**config.mk**
```make
export PLATFORM = sky130hd
export DESIGN_NAME = emulated_disk_request_translator
export DESIGN_NICKNAME = d
export VERILOG_FILES = /design/src/hw/rtl/edrt_pkg.sv /design/src/hw/rtl/emulated_disk_request_translator.sv
export SDC_FILE = /design/constraint.sdc
export NUM_CORES = 1
export LEC_CHECK = 0
export BUFFER_PORTS_ARGS = -buffer_cell sky130_fd_sc_hd__buf_2
export CAP_MARGIN = 30
export CORE_MARGIN = 5
export CORE_UTILIZATION = 40
export DETAILED_ROUTE_END_ITERATION = 16
export PLACE_DENSITY = 0.69
export SETUP_SLACK_MARGIN = 0.4
export SYNTH_ARGS = -nofsm -noshare
export SYNTH_HDL_FRONTEND = slang
export SYNTH_SLANG_ARGS = --single-unit
```
**constraint.sdc**
```tcl
create_clock -name clk -period 19.25 [get_ports clk]
set_input_delay 5.775 -clock clk [delete_from_list [all_inputs] [get_ports clk]]
set_output_delay 5.775 -clock clk [all_outputs]
set_load 0.03 [all_outputs]
```
**src/hw/rtl/edrt_pkg.sv**
```systemverilog
// Shared types, codes and constants of the emulated disk request translator.
`default_nettype none

package edrt_pkg;

  // Geometry of the image: 512-byte sectors packed four to a 2048-byte CD block.
  // Both must stay powers of two.
  localparam int unsigned SECTOR_BYTES      = 512;
  localparam int unsigned SECTORS_PER_BLOCK = 4;
  localparam int unsigned SECTOR_SHIFT      = $clog2(SECTOR_BYTES);
  localparam int unsigned SPB_SHIFT         = $clog2(SECTORS_PER_BLOCK);
  localparam int unsigned SKIP_MAX          = (SECTORS_PER_BLOCK - 1) * SECTOR_BYTES;

  // Linear sector index width: (cyl * heads + head) * spt + sector - 1 < 2^27
  localparam int unsigned VLBA_W = 27;
  localparam int unsigned MUL_A_W = 20;
  localparam int unsigned MUL_B_W = 9;
  localparam int unsigned MUL_P_W = MUL_A_W + MUL_B_W;

  // Service function codes (AH)
  localparam logic [7:0] FN_RESET       = 8'h00;
  localparam logic [7:0] FN_STATUS      = 8'h01;
  localparam logic [7:0] FN_READ        = 8'h02;
  localparam logic [7:0] FN_WRITE       = 8'h03;
  localparam logic [7:0] FN_VERIFY      = 8'h04;
  localparam logic [7:0] FN_FORMAT      = 8'h05;
  localparam logic [7:0] FN_PARAMS      = 8'h08;
  localparam logic [7:0] FN_INIT_PARAMS = 8'h09;
  localparam logic [7:0] FN_SEEK        = 8'h0c;
  localparam logic [7:0] FN_ALT_RESET   = 8'h0d;
  localparam logic [7:0] FN_READY       = 8'h10;
  localparam logic [7:0] FN_RECALIBRATE = 8'h11;
  localparam logic [7:0] FN_DIAG        = 8'h14;
  localparam logic [7:0] FN_DRIVE_TYPE  = 8'h15;
  localparam logic [7:0] FN_CHANGE_LINE = 8'h16;

  // Status codes
  localparam logic [7:0] ST_OK     = 8'h00;
  localparam logic [7:0] ST_INVAL  = 8'h01;
  localparam logic [7:0] ST_WPROT  = 8'h03;

  // Media types and drive type codes reported by the geometry function
  localparam logic [2:0] MEDIA_1M2 = 3'd1;
  localparam logic [2:0] MEDIA_1M44 = 3'd2;
  localparam logic [2:0] MEDIA_2M88 = 3'd3;
  localparam logic [7:0] DTYPE_1M2  = 8'h02;
  localparam logic [7:0] DTYPE_1M44 = 8'h04;
  localparam logic [7:0] DTYPE_2M88 = 8'h06;
  localparam logic [7:0] DTYPE_NONE = 8'h00;
  localparam logic [7:0] DRIVE_COUNT = 8'h02;

  // Configuration register indexes
  localparam logic [2:0] REG_EMU_ACTIVE = 3'd0;
  localparam logic [2:0] REG_EMU_DRIVE  = 3'd1;
  localparam logic [2:0] REG_MEDIA      = 3'd2;
  localparam logic [2:0] REG_SPT        = 3'd3;
  localparam logic [2:0] REG_CYLINDERS  = 3'd4;
  localparam logic [2:0] REG_HEADS      = 3'd5;
  localparam logic [2:0] REG_IMAGE_LBA  = 3'd6;

  typedef enum logic [1:0] {
    S_IDLE,
    S_MUL1,
    S_MUL2,
    S_EMIT
  } state_t;

  // Request, last field in the lowest bits
  typedef struct packed {
    logic [7:0] in_dl;
    logic [7:0] in_dh;
    logic [7:0] in_ch;
    logic [7:0] in_cl;
    logic [7:0] in_al;
    logic [7:0] req_type;
  } req_t;

  // Result, last field in the lowest bits, padded to whole bytes
  typedef struct packed {
    logic [2:0]  pad;
    logic [16:0] transfer_bytes;
    logic [10:0] skip_bytes;
    logic [15:0] read_blocks;
    logic [31:0] read_lba;
    logic [7:0]  out_dl;
    logic [7:0]  out_dh;
    logic [7:0]  out_cl;
    logic [7:0]  out_ch;
    logic [7:0]  out_bl;
    logic [7:0]  out_al;
    logic        carry_flag;
    logic [7:0]  status_code;
  } rsp_t;

endpackage

`default_nettype wire

```
**src/hw/rtl/emulated_disk_request_translator.sv**
```systemverilog
// Top level of the emulated disk request translator.
`default_nettype none

// Serves one disk service request per transaction against a disk image held on
// a CD: checks emulation and drive number, answers status, write protection
// and geometry, and for a read turns the CHS address into a CD start block,
// block count, skip bytes and transfer bytes. Every request goes from acceptance
// to the result register through the accept state, two passes through the one
// 20x9 multiplier ((cylinder * heads + head) * sectors per track), and
// a state that finishes the address and loads the result. A result that is
// not taken holds the block in its result state until out_tready rises.
// Configuration writes are taken in every cycle (cfg_ready is always high).
module emulated_disk_request_translator
  import edrt_pkg::*;
(
  input  wire logic         clk,
  input  wire logic         rst_n,
  input  wire logic         in_tvalid,
  output logic              in_tready,
  // req_type, in_al, in_cl, in_ch, in_dh, in_dl
  input  wire logic [47:0]  in_tdata,
  output logic              out_tvalid,
  input  wire logic         out_tready,
  // status_code, carry_flag, out_al, out_bl, out_ch, out_cl, out_dh, out_dl,
  // read_lba, read_blocks, skip_bytes, transfer_bytes, 3 zero bits
  output logic [135:0]      out_tdata,
  input  wire logic         cfg_valid,
  output logic              cfg_ready,
  input  wire logic [2:0]   cfg_index,
  input  wire logic [31:0]  cfg_data
);

  state_t state_r, state_nxt;

  logic        emu_active_r;
  logic [7:0]  emu_drive_r;
  logic [2:0]  media_r;
  logic [5:0]  spt_r;
  logic [10:0] cyls_r;
  logic [8:0]  heads_r;
  logic [31:0] image_lba_r;
  logic [7:0]  last_status_r, last_status_nxt;

  req_t               req_r;
  logic [MUL_P_W-1:0] prod_r;
  rsp_t               out_r;
  logic               out_valid_r;

  logic [MUL_A_W-1:0] mul_a;
  logic [MUL_B_W-1:0] mul_b;
  logic [MUL_P_W-1:0] mul_p;
  logic               in_acc;
  logic               out_load;
  rsp_t               rsp;

  logic [5:0]        sector;
  logic [9:0]        cyl;
  logic [VLBA_W-1:0] vlba, vlba_end, blk_first, blk_last, blk_rem;
  logic [10:0]       last_cyl;
  logic [8:0]        last_head;
  logic              chs_bad;
  logic              keep;

  assign cfg_ready  = 1'b1;
  assign in_tready  = (state_r == S_IDLE);
  assign in_acc     = in_tvalid && in_tready;
  assign out_tvalid = out_valid_r;
  assign out_tdata  = out_r;

  // Shared multiplier: cylinder * heads, then (that + head) * sectors per track
  always_comb begin
    if (state_r == S_MUL1) begin
      mul_a = MUL_A_W'(cyl);
      mul_b = heads_r;
    end else begin
      mul_a = prod_r[MUL_A_W-1:0] + MUL_A_W'(req_r.in_dh);
      mul_b = MUL_B_W'(spt_r);
    end
  end
  assign mul_p = MUL_P_W'(mul_a) * MUL_P_W'(mul_b);

  // Address arithmetic, used in the result cycle
  assign sector    = req_r.in_cl[5:0];
  assign cyl       = {req_r.in_cl[7:6], req_r.in_ch};
  assign vlba      = prod_r[VLBA_W-1:0] + VLBA_W'(sector) - VLBA_W'(1);
  assign vlba_end  = vlba + VLBA_W'(req_r.in_al) - VLBA_W'(1);
  assign blk_first = vlba >> SPB_SHIFT;
  assign blk_last  = vlba_end >> SPB_SHIFT;
  assign blk_rem   = vlba & VLBA_W'(SECTORS_PER_BLOCK - 1);
  assign last_cyl  = cyls_r - 11'd1;
  assign last_head = heads_r - 9'd1;
  assign chs_bad   = (sector == 6'd0) || (sector > spt_r) ||
                     ({1'b0, cyl} >= cyls_r) || ({1'b0, req_r.in_dh} >= heads_r);

  always_comb begin
    rsp = '0;
    keep = 1'b1;
    if (!emu_active_r || (emu_drive_r != req_r.in_dl)) begin
      rsp.status_code = ST_INVAL;
      rsp.carry_flag  = 1'b1;
    end else begin
      case (req_r.req_type)
        FN_RESET, FN_INIT_PARAMS, FN_SEEK, FN_ALT_RESET,
        FN_READY, FN_RECALIBRATE, FN_DIAG, FN_CHANGE_LINE: begin
          rsp.status_code = ST_OK;
        end
        FN_WRITE, FN_FORMAT: begin
          rsp.status_code = ST_WPROT;
          rsp.carry_flag  = 1'b1;
        end
        FN_STATUS: begin
          // Report the kept status, then clear it
          rsp.status_code = last_status_r;
          rsp.carry_flag  = (last_status_r != ST_OK);
          keep = 1'b0;
        end
        FN_READ, FN_VERIFY: begin
          if (req_r.in_al == 8'd0) begin
            rsp.status_code = ST_OK;
          end else if (chs_bad) begin
            rsp.status_code = ST_INVAL;
            rsp.carry_flag  = 1'b1;
          end else begin
            rsp.out_al = req_r.in_al;
            if (req_r.req_type == FN_READ) begin
              rsp.read_lba       = image_lba_r + 32'(blk_first);
              rsp.read_blocks    = 16'(blk_last - blk_first + VLBA_W'(1));
              rsp.skip_bytes     = 11'(blk_rem << SECTOR_SHIFT);
              rsp.transfer_bytes = 17'(17'(req_r.in_al) << SECTOR_SHIFT);
            end
          end
        end
        FN_PARAMS: begin
          case (media_r)
            MEDIA_1M2:  rsp.out_bl = DTYPE_1M2;
            MEDIA_1M44: rsp.out_bl = DTYPE_1M44;
            MEDIA_2M88: rsp.out_bl = DTYPE_2M88;
            default:    rsp.out_bl = DTYPE_NONE;
          endcase
          rsp.out_ch = last_cyl[7:0];
          rsp.out_cl = {last_cyl[9:8], spt_r};
          rsp.out_dh = last_head[7:0];
          rsp.out_dl = DRIVE_COUNT;
        end
        FN_DRIVE_TYPE: begin
          rsp.status_code = ST_WPROT;
        end
        default: begin
          rsp.status_code = ST_INVAL;
          rsp.carry_flag  = 1'b1;
        end
      endcase
    end
  end

  // Sequencer
  always_comb begin
    state_nxt       = state_r;
    out_load        = 1'b0;
    last_status_nxt = last_status_r;
    case (state_r)
      S_IDLE: begin
        if (in_acc) state_nxt = S_MUL1;
      end
      S_MUL1: state_nxt = S_MUL2;
      S_MUL2: state_nxt = S_EMIT;
      S_EMIT: begin
        // Hold until the result register is free
        if (!out_valid_r || out_tready) begin
          out_load        = 1'b1;
          last_status_nxt = (keep && rsp.carry_flag) ? rsp.status_code : ST_OK;
          state_nxt       = S_IDLE;
        end
      end
      default: state_nxt = S_IDLE;
    endcase
  end

  always_ff @(posedge clk) begin
    if (!rst_n) begin
      state_r       <= S_IDLE;
      out_valid_r   <= 1'b0;
      last_status_r <= ST_OK;
      emu_active_r  <= 1'b0;
      emu_drive_r   <= '0;
      media_r       <= '0;
      spt_r         <= '0;
      cyls_r        <= '0;
      heads_r       <= '0;
      image_lba_r   <= '0;
    end else begin
      state_r       <= state_nxt;
      last_status_r <= last_status_nxt;
      if (out_load) begin
        out_valid_r <= 1'b1;
      end else if (out_tready) begin
        out_valid_r <= 1'b0;
      end
      if (cfg_valid && cfg_ready) begin
        case (cfg_index)
          REG_EMU_ACTIVE: emu_active_r <= cfg_data[0];
          REG_EMU_DRIVE:  emu_drive_r  <= cfg_data[7:0];
          REG_MEDIA:      media_r      <= cfg_data[2:0];
          REG_SPT:        spt_r        <= cfg_data[5:0];
          REG_CYLINDERS:  cyls_r       <= cfg_data[10:0];
          REG_HEADS:      heads_r      <= cfg_data[8:0];
          REG_IMAGE_LBA:  image_lba_r  <= cfg_data;
          default: ;
        endcase
      end
    end
  end

  // Payload registers
  always_ff @(posedge clk) begin
    if (in_acc) req_r <= in_tdata;
    if (state_r == S_MUL1 || state_r == S_MUL2) prod_r <= mul_p;
    if (out_load) out_r <= rsp;
  end

  // A request keeps the input closed for the rest of its work
  a_busy_after_accept: assert property (@(posedge clk) disable iff (!rst_n)
    in_tvalid && in_tready |=> !in_tready ##1 !in_tready ##1 !in_tready)
    else $error("input reopened while a request is in work");

  // A successful request leaves a clear kept status
  a_status_cleared: assert property (@(posedge clk) disable iff (!rst_n)
    out_load && !rsp.carry_flag |=> last_status_r == ST_OK)
    else $error("kept status not cleared after success");

  // An issued read covers at least one block
  a_read_blocks: assert property (@(posedge clk) disable iff (!rst_n)
    out_load && rsp.transfer_bytes != 17'd0 |-> rsp.read_blocks != 16'd0)
    else $error("read issued with no blocks");

  // Skip stays inside one CD block
  a_skip_range: assert property (@(posedge clk) disable iff (!rst_n)
    out_tvalid |-> out_r.skip_bytes <= 11'(SKIP_MAX))
    else $error("skip bytes beyond one block");

endmodule

`default_nettype wire

```
# Yosys cells after proc, flatten, opt, wreduce, memory -nomap -nowiden
# Cells that the tools add are included.
[word_totals]
regBits = 289
input_bits = 88
out_inout_bits = 139
[classes]
add_sub_neg = 10
multipliers = 1
order_cmp = 3
n_eq_ne = 29
mux = 20
bitwise = 3
n_reduce_logical = 33
[ops]
columns = ["operator", "n"]
rows = [
  ["8-bit by 5-bit equality test with 1-bit output, second input constant", 5],
  ["34-bit 2-to-1 mux", 1],
  ["32-bit by 25-bit adder with 32-bit output", 1],
  ["8-bit by 4-bit equality test with 1-bit output, second input constant", 4],
  ["8-bit case mux with 4 select lines", 1],
  ["27-bit by 6-bit adder with 27-bit output", 1],
  ["20-bit by 9-bit multiplier with 27-bit output", 1],
  ["9-bit 2-to-1 mux", 3],
  ["27-bit by 1-bit subtractor with 27-bit output, second input constant", 1],
  ["20-bit by 8-bit adder with 20-bit output", 1],
  ["20-bit 2-to-1 mux", 1],
  ["18-bit by 8-bit adder with 18-bit output", 1],
  ["2-bit AND reduction", 9],
  ["18-bit by 1-bit subtractor with 18-bit output, second input constant", 1],
  ["16-bit by 2-bit adder with 16-bit output, second input constant", 1],
  ["8-bit by 2-bit equality test with 1-bit output, second input constant", 2],
  ["8-bit by 3-bit equality test with 1-bit output, second input constant", 2],
  ["8-bit zero test", 2],
  ["8-bit 2-to-1 mux", 2],
  ["16-bit subtractor", 1],
  ["3-bit by 2-bit equality test with 1-bit output, second input constant", 4],
  ["10-bit by 11-bit greater-or-equal comparator with 1-bit output", 1],
  ["10-bit OR reduction", 1],
  ["10-bit by 1-bit subtractor with 10-bit output, second input constant", 1],
  ["other kinds (30)", 51],
]

# Logic depth before layout (Yosys ltp)
# Gate-level depths: netlist of run 1.
[depth]
ltp_word = 10
mapped_depth = 29
depth_no_buf = 29

# Worst setup path after synthesis of run 1
# OpenSTA, ideal clock, no wires.
[synth_timing]
kind = "input-to-reg"
start = "input out_tready"
end = "register out_r (netlist bit out_tdata[0]), enable pin"
setup_ns = 0.456
arrival_ns = 8.111
setup_slack_ns = 10.683
stages = 4
path_cell_list = "nor2b_1 > nand2b_1 > clkbuf_1 > inv_1"
[synth_via]
elab_chain_len = 3
[synth_lines]
columns = ["element", "line", "rtl"]
rows = [
  ["start, declared", "emulated_disk_request_translator.sv:23", "input wire logic out_tready,"],
  ["1-bit logical OR", "emulated_disk_request_translator.sv:169", "if (!out_valid_r || out_tready) begin"],
  ["1-bit 2-to-1 mux", "emulated_disk_request_translator.sv:169", ""],
  ["1-bit 2-to-1 mux", "emulated_disk_request_translator.sv:161", "case (state_r)"],
  ["via out_load", "emulated_disk_request_translator.sv:53", "logic out_load;"],
  ["end signal, assigned", "emulated_disk_request_translator.sv:218", "if (out_load) out_r <= rsp;"],
  ["end, declared", "emulated_disk_request_translator.sv:46", "rsp_t out_r;"],
]
# The timed path passes the listed nets, and every way through them passes these cells.
# A chain may end at the register's enable or synchronous reset.

# Worst setup path in the final report of run 1
[layout_timing]
start = "register prod_r[0]"
end = "register prod_r[25], data pin"
[layout_via]
elab_chain_len = 3
[layout_lines]
columns = ["element", "line", "rtl"]
rows = [
  ["start, declared", "emulated_disk_request_translator.sv:45", "logic [MUL_P_W-1:0] prod_r;"],
  ["start signal, assigned", "emulated_disk_request_translator.sv:217", "if (state_r == S_MUL1 || state_r == S_MUL2) prod_r <= mul_p;"],
  ["20-bit by 8-bit adder with 20-bit output", "emulated_disk_request_translator.sv:76", "mul_a = prod_r[MUL_A_W-1:0] + MUL_A_W'(req_r.in_dh);"],
  ["20-bit 2-to-1 mux", "emulated_disk_request_translator.sv:72", "if (state_r == S_MUL1) begin"],
  ["20-bit by 9-bit multiplier with 27-bit output", "emulated_disk_request_translator.sv:80", "assign mul_p = MUL_P_W'(mul_a) * MUL_P_W'(mul_b);"],
  ["via mul_p[25]", "emulated_disk_request_translator.sv:51", "logic [MUL_P_W-1:0] mul_p;"],
]
# The timed path passes the listed nets, and every way through them passes these cells.

==> flow_metrics.env, run 1 <==
export IMPL_status="finished clean"
export IMPL_synth_edf_count=177
export IMPL_cts_setup_buffers=0
export IMPL_synthCells=2179
export IMPL_rrSetupSlack_ns=11.32
export IMPL_ios=227
export IMPL_die_area_um2=56300
export IMPL_cts_tree="built"
export IMPL_clkLatencyLatePin_ns=0.58
export IMPL_synth_async_reset_ratio=0
export IMPL_worst_pin_slew_ns=0.994
export IMPL_synth_avg_cell_area_um2=9.49
export IMPL_drt_initial_drc_count=971
export IMPL_firstDrtPassIters=5
export IMPL_grt_setup_unrepaired="no"
export IMPL_synthDominantCellAreaShare=0.257
export IMPL_numPortBuffers=191
export IMPL_drive_gt1_frac=0.115
export IMPL_gp_congestion=0.904
export IMPL_finalSetupViolCount=0
export IMPL_coreArea_um2=51300
export IMPL_die_h_um=237
export IMPL_vias=15800
export IMPL_synth_area_um2=20700
export IMPL_cap_violations=0
export IMPL_crit_path_start_kind="register"
export IMPL_grt_pass1_vias=16100
export IMPL_cts_buffers=29
export IMPL_r2r_end="prod_r[25]$_DFFE_PP_"
export IMPL_reg2regPathDepth=28
export IMPL_area_growth_pct=13.0
export IMPL_clock_sinks=258
export IMPL_via_per_inst=5.13
export IMPL_hp_class="reg2reg"
export IMPL_drc=0
export IMPL_crit_type="reg2reg"
export IMPL_post_drt_wl_per_cell_um=16.7
export IMPL_critPathTopFamily="compound AO/OA/AOI/OAI gates"
export IMPL_cp_max_fo=6
export IMPL_start_util=0.403
export IMPL_fin_nets=2801
export IMPL_holdWs_ns=0.471
export IMPL_grt_antenna_before_repair=2
export IMPL_holdBufCountCts=0
export IMPL_grt_usage=0.180
export IMPL_ys_seq_area_frac=0.336
export IMPL_critPathMaxStageDelay_ns=0.62
export IMPL_layout_common_cells="320 x inv_1, 231 x nand2_1, 196 x ha_1"
export IMPL_whs_path_depth=2
export IMPL_fin_util=0.455
export IMPL_cts_root_buf="clkbuf_16"
export IMPL_grt_max_degree=82
export IMPL_yosys_area_top_type="edfxtp_1"
export IMPL_synthFlopType="edfxtp_1"
export IMPL_hold_viol=0
export IMPL_crit_arrival_ns=8.25
export IMPL_antennaDiodeCount=0
export IMPL_crit_path_end="prod_r[25]$_DFFE_PP_"
export IMPL_required_ns=19.57
export IMPL_rows=83
export IMPL_slew_viol_final=0
export IMPL_fmax_ghz=0.126
export IMPL_cts_htree_levels=1
export IMPL_place_ws_ns=11.37
export IMPL_setup_ws_ns=11.32
export IMPL_finalCritPeriodShare=0.412
export IMPL_cts_repair_resized=0
export IMPL_clk_transition_reported_paths_ns=0.06
export IMPL_dp_hpwl_mm=40.9
export IMPL_synth_area_leaders="edfxtp_1 26%, fa_1 13%, ha_1 12%"
export IMPL_die_width_um=237
export IMPL_cts_buffer_depth=3
export IMPL_cp_startpoint="prod_r[0]$_DFFE_PP_"
export IMPL_fillers=4833
export IMPL_ys_seq_elements=258
export IMPL_finClkSkew_ns=0.0142
export IMPL_cp_depth=28
export IMPL_endpoint_kind="register"
export IMPL_synthDistinctLibCells=78
export IMPL_cpMostUsedCell="fa_1"
export IMPL_regToRegStartpoint="prod_r[0]$_DFFE_PP_"
export IMPL_tns_ns=0
export IMPL_final_common_cell="inv_1"
export IMPL_antenna_left=0
export IMPL_cp_num_buf_inv=4
export IMPL_slew_headroom=0.335
export IMPL_min_period_ns=7.93
export IMPL_overflow=0
export IMPL_grt_pass1_wl_mm=83.5
export IMPL_cp_slowest_cell="o31ai_1"
export IMPL_wirelength_mm=51.6
export IMPL_yosysWarnings=0
layout make-up:
class	count	area, um2	area share
Clock buffer	31	733	0.0314
Clock inverter	23	289	0.0124
Inverter	321	1210	0.0517
Multi-Input combinational cell	1573	12300	0.526
Sequential cell	258	6940	0.297
Tap cell	680	851	0.0364
Timing Repair Buffer	202	1050	0.0450
stage by stage:
stage	std cells	area [um2]
global placement	3031	22300
finish	3088	23400
floorplan	2239	20900
CTS	3087	23400
global route	3088	23400
detailed placement	3033	22300
worst register-to-register path: cells and delay by family, from the launching register on:
kind | cells | cell delay (ns)
and+or+nand+nor | 4 | 0.56
adders and majority gates | 7 | 2.98
AOI/OAI and AO/OA | 13 | 3.57
buffers and inverters | 4 | 0.21
DFF | 1 | 0.35
flip-flops by register name, summed over array words and instances, names as in the netlist:
register / cells
req_r: 38
heads_r: 9
last_status_r: 8
image_lba_r: 32
out_tdata: 102
state_r: 2
emu_drive_r: 8
cyls_r: 11
prod_r: 27
emu_active_r: 1
media_r: 3
cyl: 10
out_tvalid: 1
spt_r: 6
worst min path at each step:
stage	slack (ns)	start	endpoint
2_1_floorplan	0.44	cyls_r[4]$_SDFFE_PN0P_	cyls_r[4]$_SDFFE_PN0P_
3_3_place_gp	0.46	cyls_r[6]$_SDFFE_PN0P_	cyls_r[6]$_SDFFE_PN0P_
3_5_place_dp	0.46	cyls_r[6]$_SDFFE_PN0P_	cyls_r[6]$_SDFFE_PN0P_
4_1_cts	0.47	cyls_r[6]$_SDFFE_PN0P_	cyls_r[6]$_SDFFE_PN0P_
5_1_grt	0.50	image_lba_r[3]$_SDFFE_PN0P_	image_lba_r[3]$_SDFFE_PN0P_
6_report	0.47	cyls_r[6]$_SDFFE_PN0P_	cyls_r[6]$_SDFFE_PN0P_
routing by layer:
| layer | global-route usage | vias up | routed length, um |
|---|---|---|---|
| met5 | 0 | - | 27 |
| met3 | 0.0303 | 126 | 3220 |
| met4 | 0.0670 | 4 | 2000 |
| met1 | 0.222 | 7561 | 21000 |
| li1 | - | 7633 | - |
| met2 | 0.316 | 507 | 25300 |
synth_stat cells (3+ instances only):
| cell type | count |
|---|---|
| a2111oi_0 | 3 |
| a211o_1 | 6 |
| a211oi_1 | 10 |
| a21boi_0 | 55 |
| a21o_1 | 51 |
| a21oi_1 | 87 |
| a221oi_1 | 3 |
| a31o_2 | 5 |
| a31oi_1 | 15 |
| and2_1 | 31 |
| and3_1 | 41 |
| buf_4 | 35 |
| clkbuf_1 | 47 |
| dfxtp_1 | 81 |
| edfxtp_1 | 177 |
| fa_1 | 131 |
| ha_1 | 197 |
| inv_1 | 321 |
| mux2i_1 | 22 |
| nand2_1 | 231 |
| nand2b_1 | 25 |
| nand3_1 | 31 |
| nand3b_1 | 3 |
| nand4_1 | 13 |
| nand4b_1 | 5 |
| nor2_1 | 166 |
| nor2b_1 | 34 |
| nor3_1 | 42 |
| nor3b_1 | 6 |
| nor4_1 | 6 |
| nor4b_1 | 3 |
| o211ai_1 | 5 |
| o21a_1 | 13 |
| o21ai_0 | 48 |
| o21ai_1 | 13 |
| o21bai_1 | 14 |
| o22ai_1 | 3 |
| o311ai_0 | 3 |
| o31ai_1 | 9 |
| or2_2 | 7 |
| or3_1 | 6 |
| xnor2_1 | 90 |
| xor2_1 | 40 |
cell families (layout without fill, tap and decap cells):
group | count (synthesis) | count (layout) | synth area share
other | 2 | 62 | 0.000363
AO/OA/AOI/OAI | 370 | 370 | 0.121
buffers and inverters | 408 | 577 | 0.0809
adder cells (fa/ha/maj) | 328 | 328 | 0.246
multiplexers | 22 | 22 | 0.0107
XOR/XNOR | 130 | 130 | 0.0551
flip-flops | 258 | 258 | 0.336
AND/OR/NAND/NOR | 661 | 661 | 0.150
Power of run 1 is left out: the tool's default activity adds up to more than one toggle a clock period on the data nets, which glitch-free logic cannot reach.
==> run 2, diff against run 1 <==
- clock period: 19.25 -> 8.1 ns (I/O delays scaled with it)
==> flow_metrics.env, run 2 (same netlist as run 1, synthesis figures left out) <==
export IMPL_die_h_um=237
export IMPL_gp_congestion=0.929
export IMPL_clkLatencyLatePin_ns=0.59
export IMPL_fillers=4850
export IMPL_final_common_cell="inv_1"
export IMPL_cpMostUsedCell="fa_1"
export IMPL_grt_pass1_wl_mm=82.5
export IMPL_drt_initial_drc_count=1055
export IMPL_slew_headroom=0.389
export IMPL_fin_nets=2809
export IMPL_critPathMaxStageDelay_ns=0.56
export IMPL_rows=83
export IMPL_wirelength_mm=51.3
export IMPL_cts_htree_levels=1
export IMPL_crit_arrival_ns=7.73
export IMPL_largest_reg_flops=102
export IMPL_area_growth_pct=13.2
export IMPL_status="finished clean"
export IMPL_layout_common_cells="320 x inv_1, 231 x nand2_1, 195 x ha_1"
export IMPL_overflow=0
export IMPL_clk_transition_reported_paths_ns=0.06
export IMPL_clock_sinks=258
export IMPL_hp_class="reg2reg"
export IMPL_cts_root_buf="clkbuf_16"
export IMPL_cts_buffer_depth=3
export IMPL_die_area_um2=56300
export IMPL_post_drt_wl_per_cell_um=16.6
export IMPL_grt_usage=0.179
export IMPL_slew_viol_final=0
export IMPL_die_width_um=237
export IMPL_cts_buffers=30
export IMPL_drc=0
export IMPL_worst_pin_slew_ns=0.913
export IMPL_hold_viol=0
export IMPL_via_per_inst=5.04
export IMPL_vias=15600
export IMPL_grt_setup_unrepaired="no"
export IMPL_coreArea_um2=51300
export IMPL_min_period_ns=7.30
export IMPL_cts_tree="built"
export IMPL_antennaDiodeCount=0
export IMPL_crit_path_start_kind="register"
export IMPL_grt_antenna_before_repair=0
export IMPL_drive_gt1_frac=0.119
export IMPL_firstDrtPassIters=5
export IMPL_fmax_ghz=0.137
export IMPL_required_ns=8.53
export IMPL_cp_max_fo=6
export IMPL_start_util=0.403
export IMPL_grt_pass1_vias=16000
export IMPL_grt_max_degree=82
export IMPL_finalCritPeriodShare=0.902
export IMPL_cap_violations=0
export IMPL_tns_ns=0
export IMPL_endpoint_kind="register"
export IMPL_antenna_left=0
export IMPL_holdBufCountCts=0
export IMPL_finClkSkew_ns=0.0428
export IMPL_ios=227
export IMPL_numPortBuffers=191
export IMPL_finalSetupViolCount=0
export IMPL_cp_slowest_cell="fa_1"
export IMPL_dp_hpwl_mm=40.8
export IMPL_crit_type="reg2reg"
[run 2: critical path: cells and delay by family, from the launching register on]
kind,cells,cell delay (ns)
compound gates,13,2.82
fa+ha+maj,7,2.90
buf+inv,5,0.44
flops,1,0.34
simple gates,5,0.63
[run 2: timing repair]
item / 4_1_cts / 5_1_grt
setup buffers: 0 / 2
setup endpoints to repair: 0 / 7
resized for setup: 0 / 9
[run 2: cell type report]
cell class | instances | area (um2) | share of cell area
clock inverter | 12 | 115 | 0.00492
timing repair buffer | 209 | 1100 | 0.0470
inverter | 321 | 1210 | 0.0516
tap | 680 | 851 | 0.0364
sequential | 258 | 6940 | 0.296
clock buffer | 44 | 855 | 0.0365
multi-input combinational | 1573 | 12300 | 0.527
[run 2: final timing paths]
kind | startpoint | endpoint | slack (ns) | depth (start not counted)
setup / recovery | req_r[32]$_DFFE_PP_ | prod_r[25]$_DFFE_PP_ | 0.80 | 30
hold reg to reg | image_lba_r[24]$_SDFFE_PN0P_ | image_lba_r[24]$_SDFFE_PN0P_ | 0.47 | 2
setup reg to reg | req_r[32]$_DFFE_PP_ | prod_r[25]$_DFFE_PP_ | 0.80 | 30
hold / removal | image_lba_r[24]$_SDFFE_PN0P_ | image_lba_r[24]$_SDFFE_PN0P_ | 0.47 | 2
[run 2: metal layers]
layer  GRT usage  vias to the layer above  wire length, um
li1            -                     7634                -
met1       0.228                     7546            21900
met2       0.323                      363            25800
met3      0.0197                       77             2300
met4      0.0479                        0             1330
met5           0                        -                0
[run 2: metrics by stage]
step	worst slack [ns]	util	cell area [um2]	instances	hold WS, ns
final	0.798	0.456	23400	3097	0.472
after CTS	0.537	0.455	23300	3095	0.476
after global routing	0.409	0.456	23400	3097	0.490
after global placement	0.735	0.436	22400	3037	0.460
after detailed placement	0.629	0.436	22400	3039	0.466
after floorplan	1.09	-	20900	2239	0.443
Power of run 2 is left out for the same reason.
==> run 3, diff against run 2 <==
- ABC_AREA: unset -> 1
- clock period: 8.1 -> 8.7 ns (I/O delays scaled with it)
==> flow_metrics.env, run 3 <==
export IMPL_status="finished clean"
export IMPL_dp_hpwl_mm=46.1
export IMPL_vias=17600
export IMPL_rrSetupSlack_ns=2.23
export IMPL_area_growth_pct=12.2
export IMPL_yosys_area_top_type="edfxtp_1"
export IMPL_synthDistinctLibCells=55
export IMPL_finalSetupViolCount=0
export IMPL_dpl_instance_area_um2=23100
export IMPL_fin_nets=3247
export IMPL_tns_ns=0
export IMPL_fmax_ghz=0.154
export IMPL_holdBufCountCts=0
export IMPL_ys_seq_elements=258
export IMPL_finClkSkew_ns=0.0176
export IMPL_crit_path_start_kind="register"
export IMPL_dpl_cell_count=3490
export IMPL_busiest_layer="met2"
export IMPL_regToRegStartpoint="req_r[32]$_DFFE_PP_"
export IMPL_ys_seq_area_frac=0.324
export IMPL_grt_usage=0.190
export IMPL_fin_util=0.455
export IMPL_worst_pin_slew_ns=0.889
export IMPL_via_per_inst=4.96
export IMPL_cts_buffers=27
export IMPL_overflow=0
export IMPL_synth_area_leaders="edfxtp_1 25%, fa_1 12%, ha_1 12%"
export IMPL_clock_sinks=258
export IMPL_cts_setup_buffers=0
export IMPL_cp_startpoint="req_r[32]$_DFFE_PP_"
export IMPL_reg2regPathDepth=27
export IMPL_drc=0
export IMPL_slew_viol_final=0
export IMPL_synth_edf_count=177
export IMPL_ys_top_cells_by_count="491 x inv_1, 403 x nand2_1, 325 x nor2_1, 197 x ha_1, 184 x a21oi_1"
export IMPL_final_area_um2=24000
export IMPL_hold_viol=0
export IMPL_cp_max_fo=7
export IMPL_final_common_cell="inv_1"
export IMPL_cts_buffer_depth=3
export IMPL_cap_violations=0
export IMPL_finalCritPeriodShare=0.744
export IMPL_drive_gt1_frac=0.101
export IMPL_synthDominantCellAreaShare=0.248
export IMPL_clk_transition_reported_paths_ns=0.06
export IMPL_synth_async_reset_ratio=0
export IMPL_coreArea_um2=52800
export IMPL_gp_congestion=0.977
export IMPL_synthFlopType="edfxtp_1"
export IMPL_clkLatencyLatePin_ns=0.56
export IMPL_grt_max_degree=73
export IMPL_wirelength_mm=56.3
export IMPL_grt_util_met1=0.249
export IMPL_rows=84
export IMPL_crit_path_end="prod_r[24]$_DFFE_PP_"
export IMPL_required_ns=9.01
export IMPL_grt_pass1_wl_mm=89.6
export IMPL_synth_avg_cell_area_um2=8.18
export IMPL_largest_reg_flops=102
export IMPL_layout_common_cells="490 x inv_1, 403 x nand2_1, 325 x nor2_1"
export IMPL_ios=227
export IMPL_grt_antenna_before_repair=0
export IMPL_numPortBuffers=191
export IMPL_antennaDiodeCount=0
export IMPL_die_h_um=241
export IMPL_fin_cells=3540
export IMPL_crit_arrival_ns=6.79
export IMPL_cts_htree_levels=1
export IMPL_cts_repair_resized=0
export IMPL_start_util=0.406
export IMPL_synthCells=2617
export IMPL_hp_class="reg2reg"
export IMPL_endpoint_kind="register"
export IMPL_drt_initial_drc_count=1124
export IMPL_crit_type="reg2reg"
export IMPL_r2r_end="prod_r[24]$_DFFE_PP_"
export IMPL_firstDrtPassIters=6
export IMPL_slew_headroom=0.407
export IMPL_grt_setup_unrepaired="no"
export IMPL_yosysMostFrequentCell="inv_1"
export IMPL_grt_pass1_vias=17200
export IMPL_die_area_um2=58200
export IMPL_use_met2=0.331
export IMPL_die_width_um=241
export IMPL_cts_tree="built"
export IMPL_gr_usage_met3=0.0278
export IMPL_antenna_left=0
export IMPL_yosysWarnings=0
export IMPL_synth_area_um2=21400
export IMPL_cts_root_buf="clkbuf_16"
export IMPL_min_period_ns=6.47
export IMPL_post_drt_wl_per_cell_um=15.9
-- run 3: cell count changes in the layout (fill, tap and decap cells not counted), moves of 33 or more --
| cell | before | now |
|---|---|---|
| nor2_1 | 164 | 325 |
| a21oi_1 | 86 | 184 |
| inv_1 | 320 | 490 |
| a21o_1 | 51 | 12 |
| nand4_1 | 13 | 67 |
| xnor2_1 | 90 | 33 |
| nand2_1 | 231 | 403 |
| nor2b_1 | 33 | 0 |
| nand3_1 | 31 | 108 |
| and3_1 | 41 | 2 |
| a21boi_0 | 54 | 3 |
| o21ai_0 | 47 | 131 |
-- run 3: final cells by class --
type	count	area, um2
clock buffer	33	718
clock inverter	17	208
fill	5240	28700
inverter	499	1880
multi-input combinational	1843	12400
sequential	258	6940
tap	688	861
timing repair buffer	202	1050
-- run 3: kinds of logic (layout without fill, tap and decap cells) --
| logic type | count (synthesis) | after routing | synth area share |
|---|---|---|---|
| adders and majority gates | 328 | 328 | 0.238 |
| buffers and inverters | 576 | 751 | 0.108 |
| DFF | 258 | 258 | 0.324 |
| other | 2 | 62 | 0.000351 |
| AOI/OAI and AO/OA | 391 | 391 | 0.100 |
| and+or+nand+nor | 973 | 973 | 0.193 |
| xor gates and xnor gates | 89 | 89 | 0.0364 |
-- run 3: worst min path at each step --
| stage | endpoint | from | depth (start not counted) | slack, ns |
|---|---|---|---|---|
| 2_1_floorplan | media_r[0]$_SDFFE_PN0P_ | media_r[0]$_SDFFE_PN0P_ | 2 | 0.43 |
| 4_1_cts | last_status_r[6]$_SDFFE_PN0P_ | last_status_r[6]$_SDFFE_PN0P_ | 2 | 0.46 |
| 3_5_place_dp | last_status_r[6]$_SDFFE_PN0P_ | last_status_r[6]$_SDFFE_PN0P_ | 2 | 0.45 |
| 6_report | last_status_r[6]$_SDFFE_PN0P_ | last_status_r[6]$_SDFFE_PN0P_ | 2 | 0.46 |
| 3_3_place_gp | media_r[0]$_SDFFE_PN0P_ | media_r[0]$_SDFFE_PN0P_ | 2 | 0.44 |
| 5_1_grt | last_status_r[7]$_SDFFE_PN0P_ | last_status_r[7]$_SDFFE_PN0P_ | 2 | 0.48 |
-- run 3: per-stage QoR --
stage	hold WS [ns]	setup slack, ns
floorplan	0.431	2.83
global placement	0.442	2.38
detailed placement	0.455	2.32
CTS	0.464	2.31
global route	0.481	1.72
finish	0.464	2.23
-- run 3: metal layers --
| layer | wire, um | vias to the layer above |
|---|---|---|
| met3 | 3460 | 82 |
| met4 | 1440 | 0 |
| li1 | - | 8812 |
| met2 | 27000 | 478 |
| met1 | 24400 | 8194 |
| met5 | 0 | - |
-- run 3: worst max-delay path: stages (launching register included) --
cell and delay, ns:
edfxtp_1 0.36, ha_1 0.30, inv_1 0.10, fa_1 0.43, o21bai_2 0.22, nand3_1 0.12
nand2_2 0.17, xor2_1 0.26, nand2_1 0.07, o21ai_0 0.16, inv_1 0.18, nand2_1 0.12
fa_1 0.42, inv_1 0.08, fa_1 0.46, fa_1 0.55, inv_1 0.05, fa_1 0.57
inv_1 0.05, ha_1 0.37, nand2_1 0.11, nor2_1 0.18, nand4_1 0.13, o211ai_2 0.23
a21oi_1 0.14, or2_1 0.24, nand3_1 0.07, nand2_1 0.06
Power of run 3 is left out for the same reason.
